===== src/rtl/json_nesting_shape_checker_top_defines.svh =====
// Assertion macros shared by the nesting shape checker.
`ifndef JSON_NESTING_SHAPE_CHECKER_TOP_DEFINES_SVH
`define JSON_NESTING_SHAPE_CHECKER_TOP_DEFINES_SVH

// Same-cycle implication, checked outside reset.
`define JNSC_ASSERT_NOW(lbl, ante, cons, msg) \
    lbl: assert property (@(posedge i_clk) disable iff (!i_rst_n) (ante) |-> (cons)) \
        else $error(msg);

// Next-cycle implication, checked outside reset.
`define JNSC_ASSERT_NEXT(lbl, ante, cons, msg) \
    lbl: assert property (@(posedge i_clk) disable iff (!i_rst_n) (ante) |=> (cons)) \
        else $error(msg);

`endif


===== src/rtl/jnsc_pkg.sv =====
// Types and character codes shared by the nesting shape checker.
package jnsc_pkg;

    localparam logic [7:0] CH_LBRACE = 8'h7B;
    localparam logic [7:0] CH_LBRACK = 8'h5B;
    localparam logic [7:0] CH_RBRACE = 8'h7D;
    localparam logic [7:0] CH_RBRACK = 8'h5D;
    localparam logic [7:0] CH_QUOTE  = 8'h22;
    localparam logic [7:0] CH_BSLASH = 8'h5C;
    localparam logic [7:0] CH_SPACE  = 8'h20;
    localparam logic [7:0] CH_TAB    = 8'h09;
    localparam logic [7:0] CH_CR     = 8'h0D;

    typedef struct packed {
        logic [7:0] byte_in;
        logic       last_byte;
    } t_in_beat;

    typedef struct packed {
        logic doc_valid;
        logic depth_overflow;
    } t_out_beat;

    typedef struct packed {
        logic clear;
        logic push;
        logic pop;
        logic kind;
    } t_stk_ctl;

    typedef struct packed {
        logic depth_zero;
        logic depth_one;
        logic full;
        logic top_kind;
    } t_stk_sts;

endpackage


===== src/rtl/jnsc_stack.sv =====
// Opener kind stack: memory with the top entry and the one below it held in registers.
module jnsc_stack
    import jnsc_pkg::*;
#(
    parameter int MAX_DEPTH = 64
) (
    input  logic     i_clk,
    input  logic     i_rst_n,
    input  t_stk_ctl i_ctl,
    output t_stk_sts o_sts
);

    localparam int DW = $clog2(MAX_DEPTH + 1);
    localparam int AW = $clog2(MAX_DEPTH);

    logic          r_mem [MAX_DEPTH];
    logic [DW-1:0] r_depth;
    logic [DW-1:0] n_depth;
    logic [DW-1:0] w_rd_ptr;
    logic          r_top;
    logic          r_below;

    always_comb begin
        n_depth = r_depth;
        if (i_ctl.clear) begin
            n_depth = '0;
        end else if (i_ctl.push) begin
            n_depth = r_depth + DW'(1);
        end else if (i_ctl.pop) begin
            n_depth = r_depth - DW'(1);
        end
        w_rd_ptr = n_depth - DW'(2);
    end

    always_ff @(posedge i_clk) begin
        if (!i_rst_n) begin
            r_depth <= '0;
        end else begin
            r_depth <= n_depth;
        end
    end

    always_ff @(posedge i_clk) begin
        if (i_ctl.push) begin
            r_mem[r_depth[AW-1:0]] <= i_ctl.kind;
        end
        if (n_depth >= DW'(2)) begin
            r_below <= r_mem[w_rd_ptr[AW-1:0]];
        end
    end

    always_ff @(posedge i_clk) begin
        if (i_ctl.push) begin
            r_top <= i_ctl.kind;
        end else if (i_ctl.pop) begin
            r_top <= r_below;
        end
    end

    assign o_sts.depth_zero = (r_depth == '0);
    assign o_sts.depth_one  = (r_depth == DW'(1));
    assign o_sts.full       = (r_depth == DW'(MAX_DEPTH));
    assign o_sts.top_kind   = r_top;

endmodule


===== src/rtl/jnsc_core.sv =====
// Per-byte scanner: quote and escape tracking, shape rules and the end-of-document verdict.
module jnsc_core
    import jnsc_pkg::*;
(
    input  logic      i_clk,
    input  logic      i_rst_n,
    input  logic      i_fire,
    input  t_in_beat  i_in,
    input  t_stk_sts  i_sts,
    output t_stk_ctl  o_ctl,
    output logic      o_res_valid,
    output t_out_beat o_res
);

    logic r_in_quotes;
    logic r_after_bs;
    logic r_root_seen;
    logic r_err;
    logic r_ovf;
    logic n_in_quotes;
    logic n_after_bs;
    logic n_root_seen;
    logic n_err;
    logic n_ovf;
    logic w_push;
    logic w_pop;
    logic w_depth_zero_next;
    logic [7:0] w_c;

    assign w_c = i_in.byte_in;

    always_comb begin
        n_in_quotes = r_in_quotes;
        n_after_bs  = r_after_bs;
        n_root_seen = r_root_seen;
        n_err       = r_err;
        n_ovf       = r_ovf;
        w_push      = 1'b0;
        w_pop       = 1'b0;
        if (!r_err) begin
            if (r_in_quotes) begin
                if (r_after_bs) begin
                    n_after_bs = 1'b0;
                end else if (w_c == CH_BSLASH) begin
                    n_after_bs = 1'b1;
                end else if (w_c == CH_QUOTE) begin
                    n_in_quotes = 1'b0;
                end
            end else if (w_c == CH_QUOTE) begin
                n_in_quotes = 1'b1;
            end else if (w_c == CH_LBRACE || w_c == CH_LBRACK) begin
                if (i_sts.depth_zero && (r_root_seen || w_c != CH_LBRACE)) begin
                    n_err = 1'b1;
                end else if (i_sts.full) begin
                    n_ovf = 1'b1;
                    n_err = 1'b1;
                end else begin
                    if (i_sts.depth_zero) begin
                        n_root_seen = 1'b1;
                    end
                    w_push = 1'b1;
                end
            end else if (w_c == CH_RBRACE || w_c == CH_RBRACK) begin
                if (i_sts.depth_zero || i_sts.top_kind != (w_c == CH_RBRACE)) begin
                    n_err = 1'b1;
                end else begin
                    w_pop = 1'b1;
                end
            end else if (i_sts.depth_zero && !(w_c inside {[CH_TAB:CH_CR], CH_SPACE})) begin
                n_err = 1'b1;
            end
        end
        w_depth_zero_next = (i_sts.depth_zero && !w_push) || (i_sts.depth_one && w_pop);
    end

    assign o_ctl.clear = i_fire && i_in.last_byte;
    assign o_ctl.push  = i_fire && w_push;
    assign o_ctl.pop   = i_fire && w_pop;
    assign o_ctl.kind  = (w_c == CH_LBRACE);

    assign o_res_valid          = i_fire && i_in.last_byte;
    assign o_res.doc_valid      = !n_err && n_root_seen && !n_in_quotes && w_depth_zero_next;
    assign o_res.depth_overflow = n_ovf;

    always_ff @(posedge i_clk) begin
        if (!i_rst_n) begin
            r_in_quotes <= 1'b0;
            r_after_bs  <= 1'b0;
            r_root_seen <= 1'b0;
            r_err       <= 1'b0;
            r_ovf       <= 1'b0;
        end else if (i_fire) begin
            if (i_in.last_byte) begin
                r_in_quotes <= 1'b0;
                r_after_bs  <= 1'b0;
                r_root_seen <= 1'b0;
                r_err       <= 1'b0;
                r_ovf       <= 1'b0;
            end else begin
                r_in_quotes <= n_in_quotes;
                r_after_bs  <= n_after_bs;
                r_root_seen <= n_root_seen;
                r_err       <= n_err;
                r_ovf       <= n_ovf;
            end
        end
    end

endmodule


===== src/rtl/jnsc_obuf.sv =====
// Result register with a one-entry skid stage towards the output channel.
module jnsc_obuf
    import jnsc_pkg::*;
(
    input  logic      i_clk,
    input  logic      i_rst_n,
    input  logic      i_res_valid,
    input  t_out_beat i_res,
    output logic      o_space,
    output logic      o_out_valid,
    input  logic      i_out_ready,
    output t_out_beat o_out
);

    logic      r_out_valid;
    logic      r_skid_valid;
    t_out_beat r_out;
    t_out_beat r_skid;
    logic      w_drain;

    assign w_drain = !r_out_valid || i_out_ready;

    always_ff @(posedge i_clk) begin
        if (!i_rst_n) begin
            r_out_valid  <= 1'b0;
            r_skid_valid <= 1'b0;
        end else if (w_drain) begin
            r_out_valid  <= r_skid_valid || i_res_valid;
            r_skid_valid <= 1'b0;
        end else if (i_res_valid) begin
            r_skid_valid <= 1'b1;
        end
    end

    always_ff @(posedge i_clk) begin
        if (w_drain) begin
            r_out <= r_skid_valid ? r_skid : i_res;
        end else if (i_res_valid) begin
            r_skid <= i_res;
        end
    end

    assign o_space     = !r_skid_valid;
    assign o_out_valid = r_out_valid;
    assign o_out       = r_out;

endmodule


===== src/rtl/json_nesting_shape_checker_top.sv =====
// Top level of the JSON nesting shape checker.
//
// The input channel carries one document byte per beat, with last_byte set on
// the final byte. Every byte is scanned in the cycle it is accepted, so the
// block takes one byte per clock cycle for as long as it keeps ready high.
// Only the final byte of a document produces a result beat: doc_valid and
// depth_overflow are registered before they appear on the output channel,
// and the scanner state is already clear for the next document.
// The opener stack is a MAX_DEPTH-entry memory; its top entry and the entry
// beneath it are kept in registers so that a closer is checked at once.
// A result waiting on a stalled receiver sits in the result register while
// bytes keep flowing; a second result then goes into a skid stage, and input
// ready falls only while that skid stage is occupied.
// Reset is synchronous and active low; it empties the stack and the result
// path and clears all scanner flags. No clearing pass is needed.
`include "json_nesting_shape_checker_top_defines.svh"

module json_nesting_shape_checker_top
    import jnsc_pkg::*;
#(
    parameter int MAX_DEPTH = 64
) (
    input  logic      i_clk,
    input  logic      i_rst_n,
    input  logic      i_in_valid,
    output logic      o_in_ready,
    input  t_in_beat  i_in,
    output logic      o_out_valid,
    input  logic      i_out_ready,
    output t_out_beat o_out
);

    logic      w_fire;
    logic      w_res_valid;
    t_out_beat w_res;
    t_stk_ctl  w_stk_ctl;
    t_stk_sts  w_stk_sts;

    assign w_fire = i_in_valid && o_in_ready;

    jnsc_stack #(
        .MAX_DEPTH (MAX_DEPTH)
    ) u_stack (
        .i_clk   (i_clk),
        .i_rst_n (i_rst_n),
        .i_ctl   (w_stk_ctl),
        .o_sts   (w_stk_sts)
    );

    jnsc_core u_core (
        .i_clk       (i_clk),
        .i_rst_n     (i_rst_n),
        .i_fire      (w_fire),
        .i_in        (i_in),
        .i_sts       (w_stk_sts),
        .o_ctl       (w_stk_ctl),
        .o_res_valid (w_res_valid),
        .o_res       (w_res)
    );

    jnsc_obuf u_obuf (
        .i_clk       (i_clk),
        .i_rst_n     (i_rst_n),
        .i_res_valid (w_res_valid),
        .i_res       (w_res),
        .o_space     (o_in_ready),
        .o_out_valid (o_out_valid),
        .i_out_ready (i_out_ready),
        .o_out       (o_out)
    );

    `JNSC_ASSERT_NOW(a_no_push_when_full, w_stk_ctl.push, !w_stk_sts.full, "Push into a full stack")
    `JNSC_ASSERT_NOW(a_overflow_invalid, o_out_valid && o_out.depth_overflow, !o_out.doc_valid, "Overflow reported as valid")
    `JNSC_ASSERT_NEXT(a_last_gives_result, w_fire && i_in.last_byte, o_out_valid, "Final byte gave no result")
    `JNSC_ASSERT_NOW(a_stall_has_result, !o_in_ready, o_out_valid, "Input stalled with no result pending")

endmodule


===== config.mk =====
export PLATFORM = sky130hd
export DESIGN_NAME = json_nesting_shape_checker_top
export DESIGN_NICKNAME = d
export VERILOG_FILES = /design/src/rtl/jnsc_pkg.sv /design/src/rtl/jnsc_stack.sv /design/src/rtl/jnsc_core.sv /design/src/rtl/jnsc_obuf.sv /design/src/rtl/json_nesting_shape_checker_top.sv
export VERILOG_INCLUDE_DIRS = /design/src /design/src/rtl
export SDC_FILE = /design/constraint.sdc
export NUM_CORES = 1
export LEC_CHECK = 0
export BUFFER_PORTS_ARGS = -buffer_cell sky130_fd_sc_hd__buf_2
export CORE_MARGIN = 3
export CORE_UTILIZATION = 30
export DETAILED_ROUTE_END_ITERATION = 6
export MAX_ROUTING_LAYER = met4
export PLACE_DENSITY_LB_ADDON = 0.08
export SYNTH_ARGS = -nofsm -noshare
export SYNTH_HDL_FRONTEND = slang
export SYNTH_SLANG_ARGS = --single-unit

===== constraint.sdc =====
create_clock -name i_clk -period 5.2 [get_ports i_clk]
set_input_delay 0.26 -clock i_clk [delete_from_list [all_inputs] [get_ports i_clk]]
set_output_delay 0.26 -clock i_clk [all_outputs]
set_load 0.005 [all_outputs]

==> impl_metrics.ini, run 1 <==
[run_status]
status = finished, final reports clean

[sta]
fmax_mhz = 225
finalSetupViolations = 0
rsz0062_at_grt = no
fin_crit_ns = 4.44
drv_slew = 0
hold_slack_ns = 0.173
hold_violations = 0
timing.final.crit_share = 0.854
worst_pin_slew_ns = 1.09
slew-limit-headroom = 0.272
finalSetupTns_ns = 0
fin_skew_ns = 0.00681

[logic_synthesis]
synth_top_area_share = 0.462
synth_area_um2 = 4550
synth_edf_count = 70
ys_seq_area_frac = 0.524
syn-num-nets = 455
yosysTopAreaCell = edfxtp_1
synth_area_leaders = edfxtp_1, nor2_1, dfxtp_1
synth-seq-cells = 84
yosys_warnings = 0
ys_async_sr_fraction = 0
avgSynthCellArea_um2 = 10.4
netlist_instances = 438
yosysUniqueCellTypes = 65
synthFlopType = edfxtp_1

[power]
swShare = 0.219
internal_power_mw = 1.12
seq_power_share = 0.502
p_clk_frac = 0.472
powerDensity_nw_per_um2 = 282
ir_worst_vdd_v = 0.000138
combPwrFrac = 0.026
p_sw_uw = 316
p_leak_nw = 1.62

[cts]
cts-buffers-inserted = 9
cts_resized = 0
cts_tree = yes
clk_latency_ns = 0.35
path_clk_slew_ns = 0.07
clk_path_buf_depth = 2
htree_levels = 3
cts_setup_buffers = 0
clock-sinks = 84
cts_root_buf = clkbuf_16
cts_hold_buf = 0

[critical_path]
required_ns = 5.42
crit_arrival_ns = 4.66
crit_path_start_kind = flop
critPathMaxFanout = 16
end_kind = flop
criticalPathCategory = reg -> reg

[global_routing]
antenna_found_initial = 0
grt_pass1_wl_um = 19900
grt_use_total = 0.165
grt_max_degree = 66
gr-total-overflow = 0
grt_pass1_vias = 3421

[routing]
drtAntennaViolNets = 0
viasPerCell = 5.44
vias = 3431
drtIter0Drc = 274
routedWlPerCell_um = 20.2
wl_um = 12800
drt_first_pass_iters = 5
drc = 0

[die]
die_y_um = 129
core_area_um2 = 14700
num_io_pins = 17
die_w_um = 129
dieArea_um2 = 16700
start_util = 0.309
row_count = 44

[placed_design]
place_hpwl_um = 8460
port_buffers = 16
gp_congestion = 0.842
place_area_um2 = 4780
dpl.cell_count = 615

[final_layout]
drive_above_1_share = 0.136
final_core_util = 0.347
final-instance-count-excl-fill = 631
nets = 459
multi_input_area_um2 = 2010
fillers = 1495
register_area_um2 = 2380
antenna_cells = 0
areaGrowthSynthToFinish_pct = 12.2
stdcell_area_um2 = 5100

[hold_path]
holdCritPathClass = in -> reg

[job]
maxCapViolCount = 0
logic make-up (layout without fill, tap and decap cells):
| kind of cell | count (synthesis) | after routing | synth area share |
|---|---|---|---|
| and+or+nand+nor | 208 | 208 | 0.225 |
| xor gates and xnor gates | 11 | 11 | 0.0212 |
| muxes | 21 | 21 | 0.0492 |
| AOI/OAI and AO/OA | 72 | 72 | 0.132 |
| DFF | 84 | 84 | 0.524 |
| adders and majority gates | 4 | 4 | 0.0110 |
| buffers and inverters | 38 | 47 | 0.0377 |
cell usage after synthesis, types with 2 or more instances:
cell type  count
buf_2          5
nand3b_1       3
and4_1         2
o22ai_1        2
dfxtp_1       14
a311o_1        8
o2111a_1       4
a31oi_1        3
ha_1           4
a21oi_1       16
mux2_2        11
nor4_1         6
nand4_1        5
a21o_1         2
nor2b_1        7
inv_1          7
nor2_1        88
buf_6          3
buf_1          4
or4_1          3
clkbuf_1      18
edfxtp_1      70
and2_1         9
mux2i_1       10
nand2_1       27
nor3_1        18
nand3_1       14
xor2_1         5
a221oi_1       4
o31ai_1        2
nand2b_1       4
or3_1          4
xnor2_1        6
a311oi_1       4
a32o_1         8
and3_1         6
o21ai_0        4
per-layer routing:
layer  track usage  vias to the layer above  routed length [um]
met5             -                        -                   0
met4        0.0494                        0                 209
met3        0.0379                       16                 497
met2         0.249                       69                5860
met1         0.223                     1698                6210
li1              -                     1648                   -
cell type report:
class | count | share of cell area
Sequential cell | 84 | 0.467
Multi-Input combinational cell | 316 | 0.393
Clock buffer | 11 | 0.0540
Tap cell | 184 | 0.0451
Timing Repair Buffer | 23 | 0.0260
Clock inverter | 5 | 0.00858
Inverter | 8 | 0.00589
critical path, stage by stage (launching register included):
cell and delay [ns]:
dfxtp_1 0.45, inv_1 0.21, ha_1 0.21, nor2b_1 0.18
o311a_1 0.31, or2_1 0.31, a21oi_1 0.17, xnor2_2 0.85
buf_4 0.40, buf_4 0.20, mux2i_1 0.09, a21oi_1 0.20
a221oi_1 0.11, or4b_1 0.52, nand3_1 0.08
state kept, by name, indices dropped and copies added, names as in the netlist:
signal,flops
u_core.r_after_bs,1
u_core.r_err,1
u_core.r_in_quotes,1
u_core.r_ovf,1
u_core.r_root_seen,1
u_obuf.o_out,2
u_obuf.o_out_valid,1
u_obuf.r_skid,2
u_obuf.r_skid_valid,1
u_stack.r_below,1
u_stack.r_depth,7
u_stack.r_mem,64
u_stack.r_top,1
cells in the final DEF, fill, tap and decap left out, types with 4 or more instances in the layout:
cell       count
nor2_1        88
edfxtp_1      70
nand2_1       27
nor3_1        17
a21oi_1       16
buf_2         16
nand3_1       14
dfxtp_1       14
mux2_2        11
clkbuf_16     11
mux2i_1       10
and2_1         9
a311o_1        8
a32o_1         8
nor2b_1        7
inv_1          7
buf_4          7
and3_1         6
nor4_1         6
xor2_1         5
nand4_1        5
xnor2_1        5
nand2b_1       4
or3_1          4
o21ai_0        4
a311oi_1       4
a221oi_1       4
o2111a_1       4
ha_1           4
final timing paths:
| kind | slack (ns) | start | endpoint | cells after the start |
|---|---|---|---|---|
| max | 0.76 | u_stack.r_depth[0] | u_stack.r_below | 14 |
| min | 0.17 | i_rst_n | u_stack.r_depth[2] | 2 |
| min reg2reg | 0.48 | u_core.r_after_bs | u_core.r_after_bs | 2 |
| max reg2reg | 0.76 | u_stack.r_depth[0] | u_stack.r_below | 14 |
through the flow:
step,total power [mW],worst slack (ns)
after floorplan,0.760,1.26
after global placement,0.774,0.705
after detailed placement,0.774,0.729
after CTS,1.46,0.721
after global routing,1.49,0.399
final,1.44,0.757
power by group through the flow:
| stage | registers (mW) | clock network, mW | logic (mW) |
|---|---|---|---|
| after CTS | 0.722 | 0.703 | 0.0374 |
| after global placement | 0.737 | 0 | 0.0369 |
| after detailed placement | 0.737 | 0 | 0.0373 |
| after global routing | 0.722 | 0.729 | 0.0410 |
| after floorplan | 0.737 | 0 | 0.0232 |
| final | 0.722 | 0.679 | 0.0370 |
Power figures use the tool's default switching activity.
==> run 2: changes to the inputs <==
--- a/config.mk
+++ b/config.mk
@@ -6,6 +6,7 @@
 export SDC_FILE = /design/constraint.sdc
 export NUM_CORES = 1
 export LEC_CHECK = 0
+export ABC_AREA = 1
 export BUFFER_PORTS_ARGS = -buffer_cell sky130_fd_sc_hd__buf_2
 export CORE_MARGIN = 3
 export CORE_UTILIZATION = 30
==> impl_metrics.ini, run 2 <==
[run_status]
status = finished, final reports clean

[critical_path]
critPathMaxFanout = 19
crit_arrival_ns = 3.61
criticalPathCategory = reg -> reg
crit_path_start_kind = flop
r2r_start = u_stack.r_depth[1]
rr_endpoint = u_stack.r_below
required_ns = 5.31
cp-startpoint = u_stack.r_depth[1]
rrSetupSlack_ns = 1.71
setup.worst_path.end = u_stack.r_below
end_kind = flop
r2r_cells = 18

[die]
start_util = 0.314
row_count = 44
core_area_um2 = 14900
die_w_um = 131
num_io_pins = 17
die_y_um = 131
dieArea_um2 = 17100

[global_routing]
grt_pass1_vias = 3750
grt_use_total = 0.161
grt_max_degree = 67
grt_pass1_wl_um = 20200
antenna_found_initial = 0
gr-total-overflow = 0

[logic_synthesis]
ys_async_sr_fraction = 0
yosysUniqueCellTypes = 41
syn-num-nets = 571
avgSynthCellArea_um2 = 8.44
synth-seq-cells = 84
synthFlopType = edfxtp_1
synth_top_area_share = 0.450
synth_area_leaders = edfxtp_1, nand3_1, nand2_1
synthTopCellsByCount = nand2_1, nand3_1, nor2_1
netlist_instances = 554
synth_most_common_cell = nand2_1
yosysTopAreaCell = edfxtp_1
ys_seq_area_frac = 0.510
synth_area_um2 = 4670
synth_edf_count = 70
yosys_warnings = 0

[placed_design]
place_hpwl_um = 8500
gp_congestion = 0.822
port_buffers = 16

[cts]
cts_resized = 0
cts_hold_buf = 0
cts_root_buf = clkbuf_16
clk_latency_ns = 0.35
htree_levels = 3
path_clk_slew_ns = 0.07
cts_setup_buffers = 0
clk_path_buf_depth = 2
clock-sinks = 84
cts-buffers-inserted = 9
cts_tree = yes

[sta]
drv_slew = 0
worst_pin_slew_ns = 0.727
slew-limit-headroom = 0.514
hold_slack_ns = 0.280
fin_crit_ns = 3.49
timing.final.crit_share = 0.672
rsz0062_at_grt = no
fmax_mhz = 286
finalSetupTns_ns = 0
finalSetupViolations = 0
hold_violations = 0
fin_skew_ns = 0.00906

[routing]
drtAntennaViolNets = 0
vias = 3774
wl_um = 12500
routedWlPerCell_um = 16.4
drc = 0
drt_first_pass_iters = 4
viasPerCell = 4.99
drtIter0Drc = 247

[final_layout]
nets = 585
mostFrequentLayoutCells = nand2_1, nor2_1, nand3_1, edfxtp_1, inv_1
final_core_util = 0.352
final_common_cell = nand2_1
drive_above_1_share = 0.115
areaGrowthSynthToFinish_pct = 11.9
largest_reg_flops = 64
antenna_cells = 0

[hold_path]
holdCritPathClass = in -> reg

[power]
power.total_mw = 1.48
p_leak_nw = 2.07
ir_worst_vdd_v = 0.000184
powerDensity_nw_per_um2 = 282

[job]
maxCapViolCount = 0
==> run 2: per-layer routing <==
metal,track usage,vias up,wire length [um]
met4,0.0635,0,356
met3,0.0366,27,507
met2,0.241,86,5560
li1,-,1878,-
met1,0.211,1783,6030
met5,-,-,0
==> run 2: worst min path at each step <==
stage	start	to	slack [ns]	depth (start not counted)
2_1_floorplan	u_core.r_root_seen	u_core.r_root_seen	0.45	2
6_report	i_out_ready	u_obuf.r_skid_valid	0.28	4
3_5_place_dp	u_core.r_root_seen	u_core.r_root_seen	0.48	2
5_1_grt	i_out_ready	u_obuf.r_skid_valid	0.32	4
4_1_cts	i_out_ready	u_obuf.r_skid_valid	0.26	4
3_3_place_gp	u_core.r_root_seen	u_core.r_root_seen	0.49	2
==> run 2: cell families after synthesis <==
logic type | Yosys count | share of synthesized area
flops | 84 | 0.510
simple gates | 343 | 0.348
fa+ha+maj | 4 | 0.0107
xor+xnor | 1 | 0.00187
compound gates | 30 | 0.0466
buf+inv | 92 | 0.0835
==> run 2: stage by stage <==
stage	std cells	instance area [um^2]	setup slack, ns
after global routing	757	5230	1.35
after detailed placement	741	4900	1.64
after global placement	741	4900	1.71
final	757	5230	1.71
after floorplan	554	4670	1.09
after CTS	757	5230	1.63
==> run 2: cell type report <==
cell class	instances	area, um^2
clock inverter	5	83.8
timing repair buffer	18	95.1
tap	184	230
inverter	77	289
fill	1578	9640
multi-input combinational	378	1910
clock buffer	11	243
sequential	84	2380
==> run 2: critical path, cell delays in order, from the launching register on <==
cell	delay (ns)
dfxtp_1	0.46
inv_1	0.13
ha_1	0.23
nand2_2	0.10
inv_1	0.06
nand2_1	0.07
o21ai_1	0.06
nor2_1	0.13
nand3_2	0.15
nand2_1	0.12
nand2_2	0.08
o21ai_4	0.46
ha_1	0.45
inv_1	0.31
nand3_1	0.14
nand3_1	0.10
nand3_1	0.08
nand3b_1	0.08
nand2_1	0.05
==> run 2: report_power, final <==
part	leakage, nW	switching, mW	total (mW)	internal (mW)
clock	0.152	0.281	0.717	0.436
combinational	1.11	0.0270	0.0377	0.0107
sequential	0.807	0.00126	0.722	0.721
total	2.07	0.309	1.48	1.17
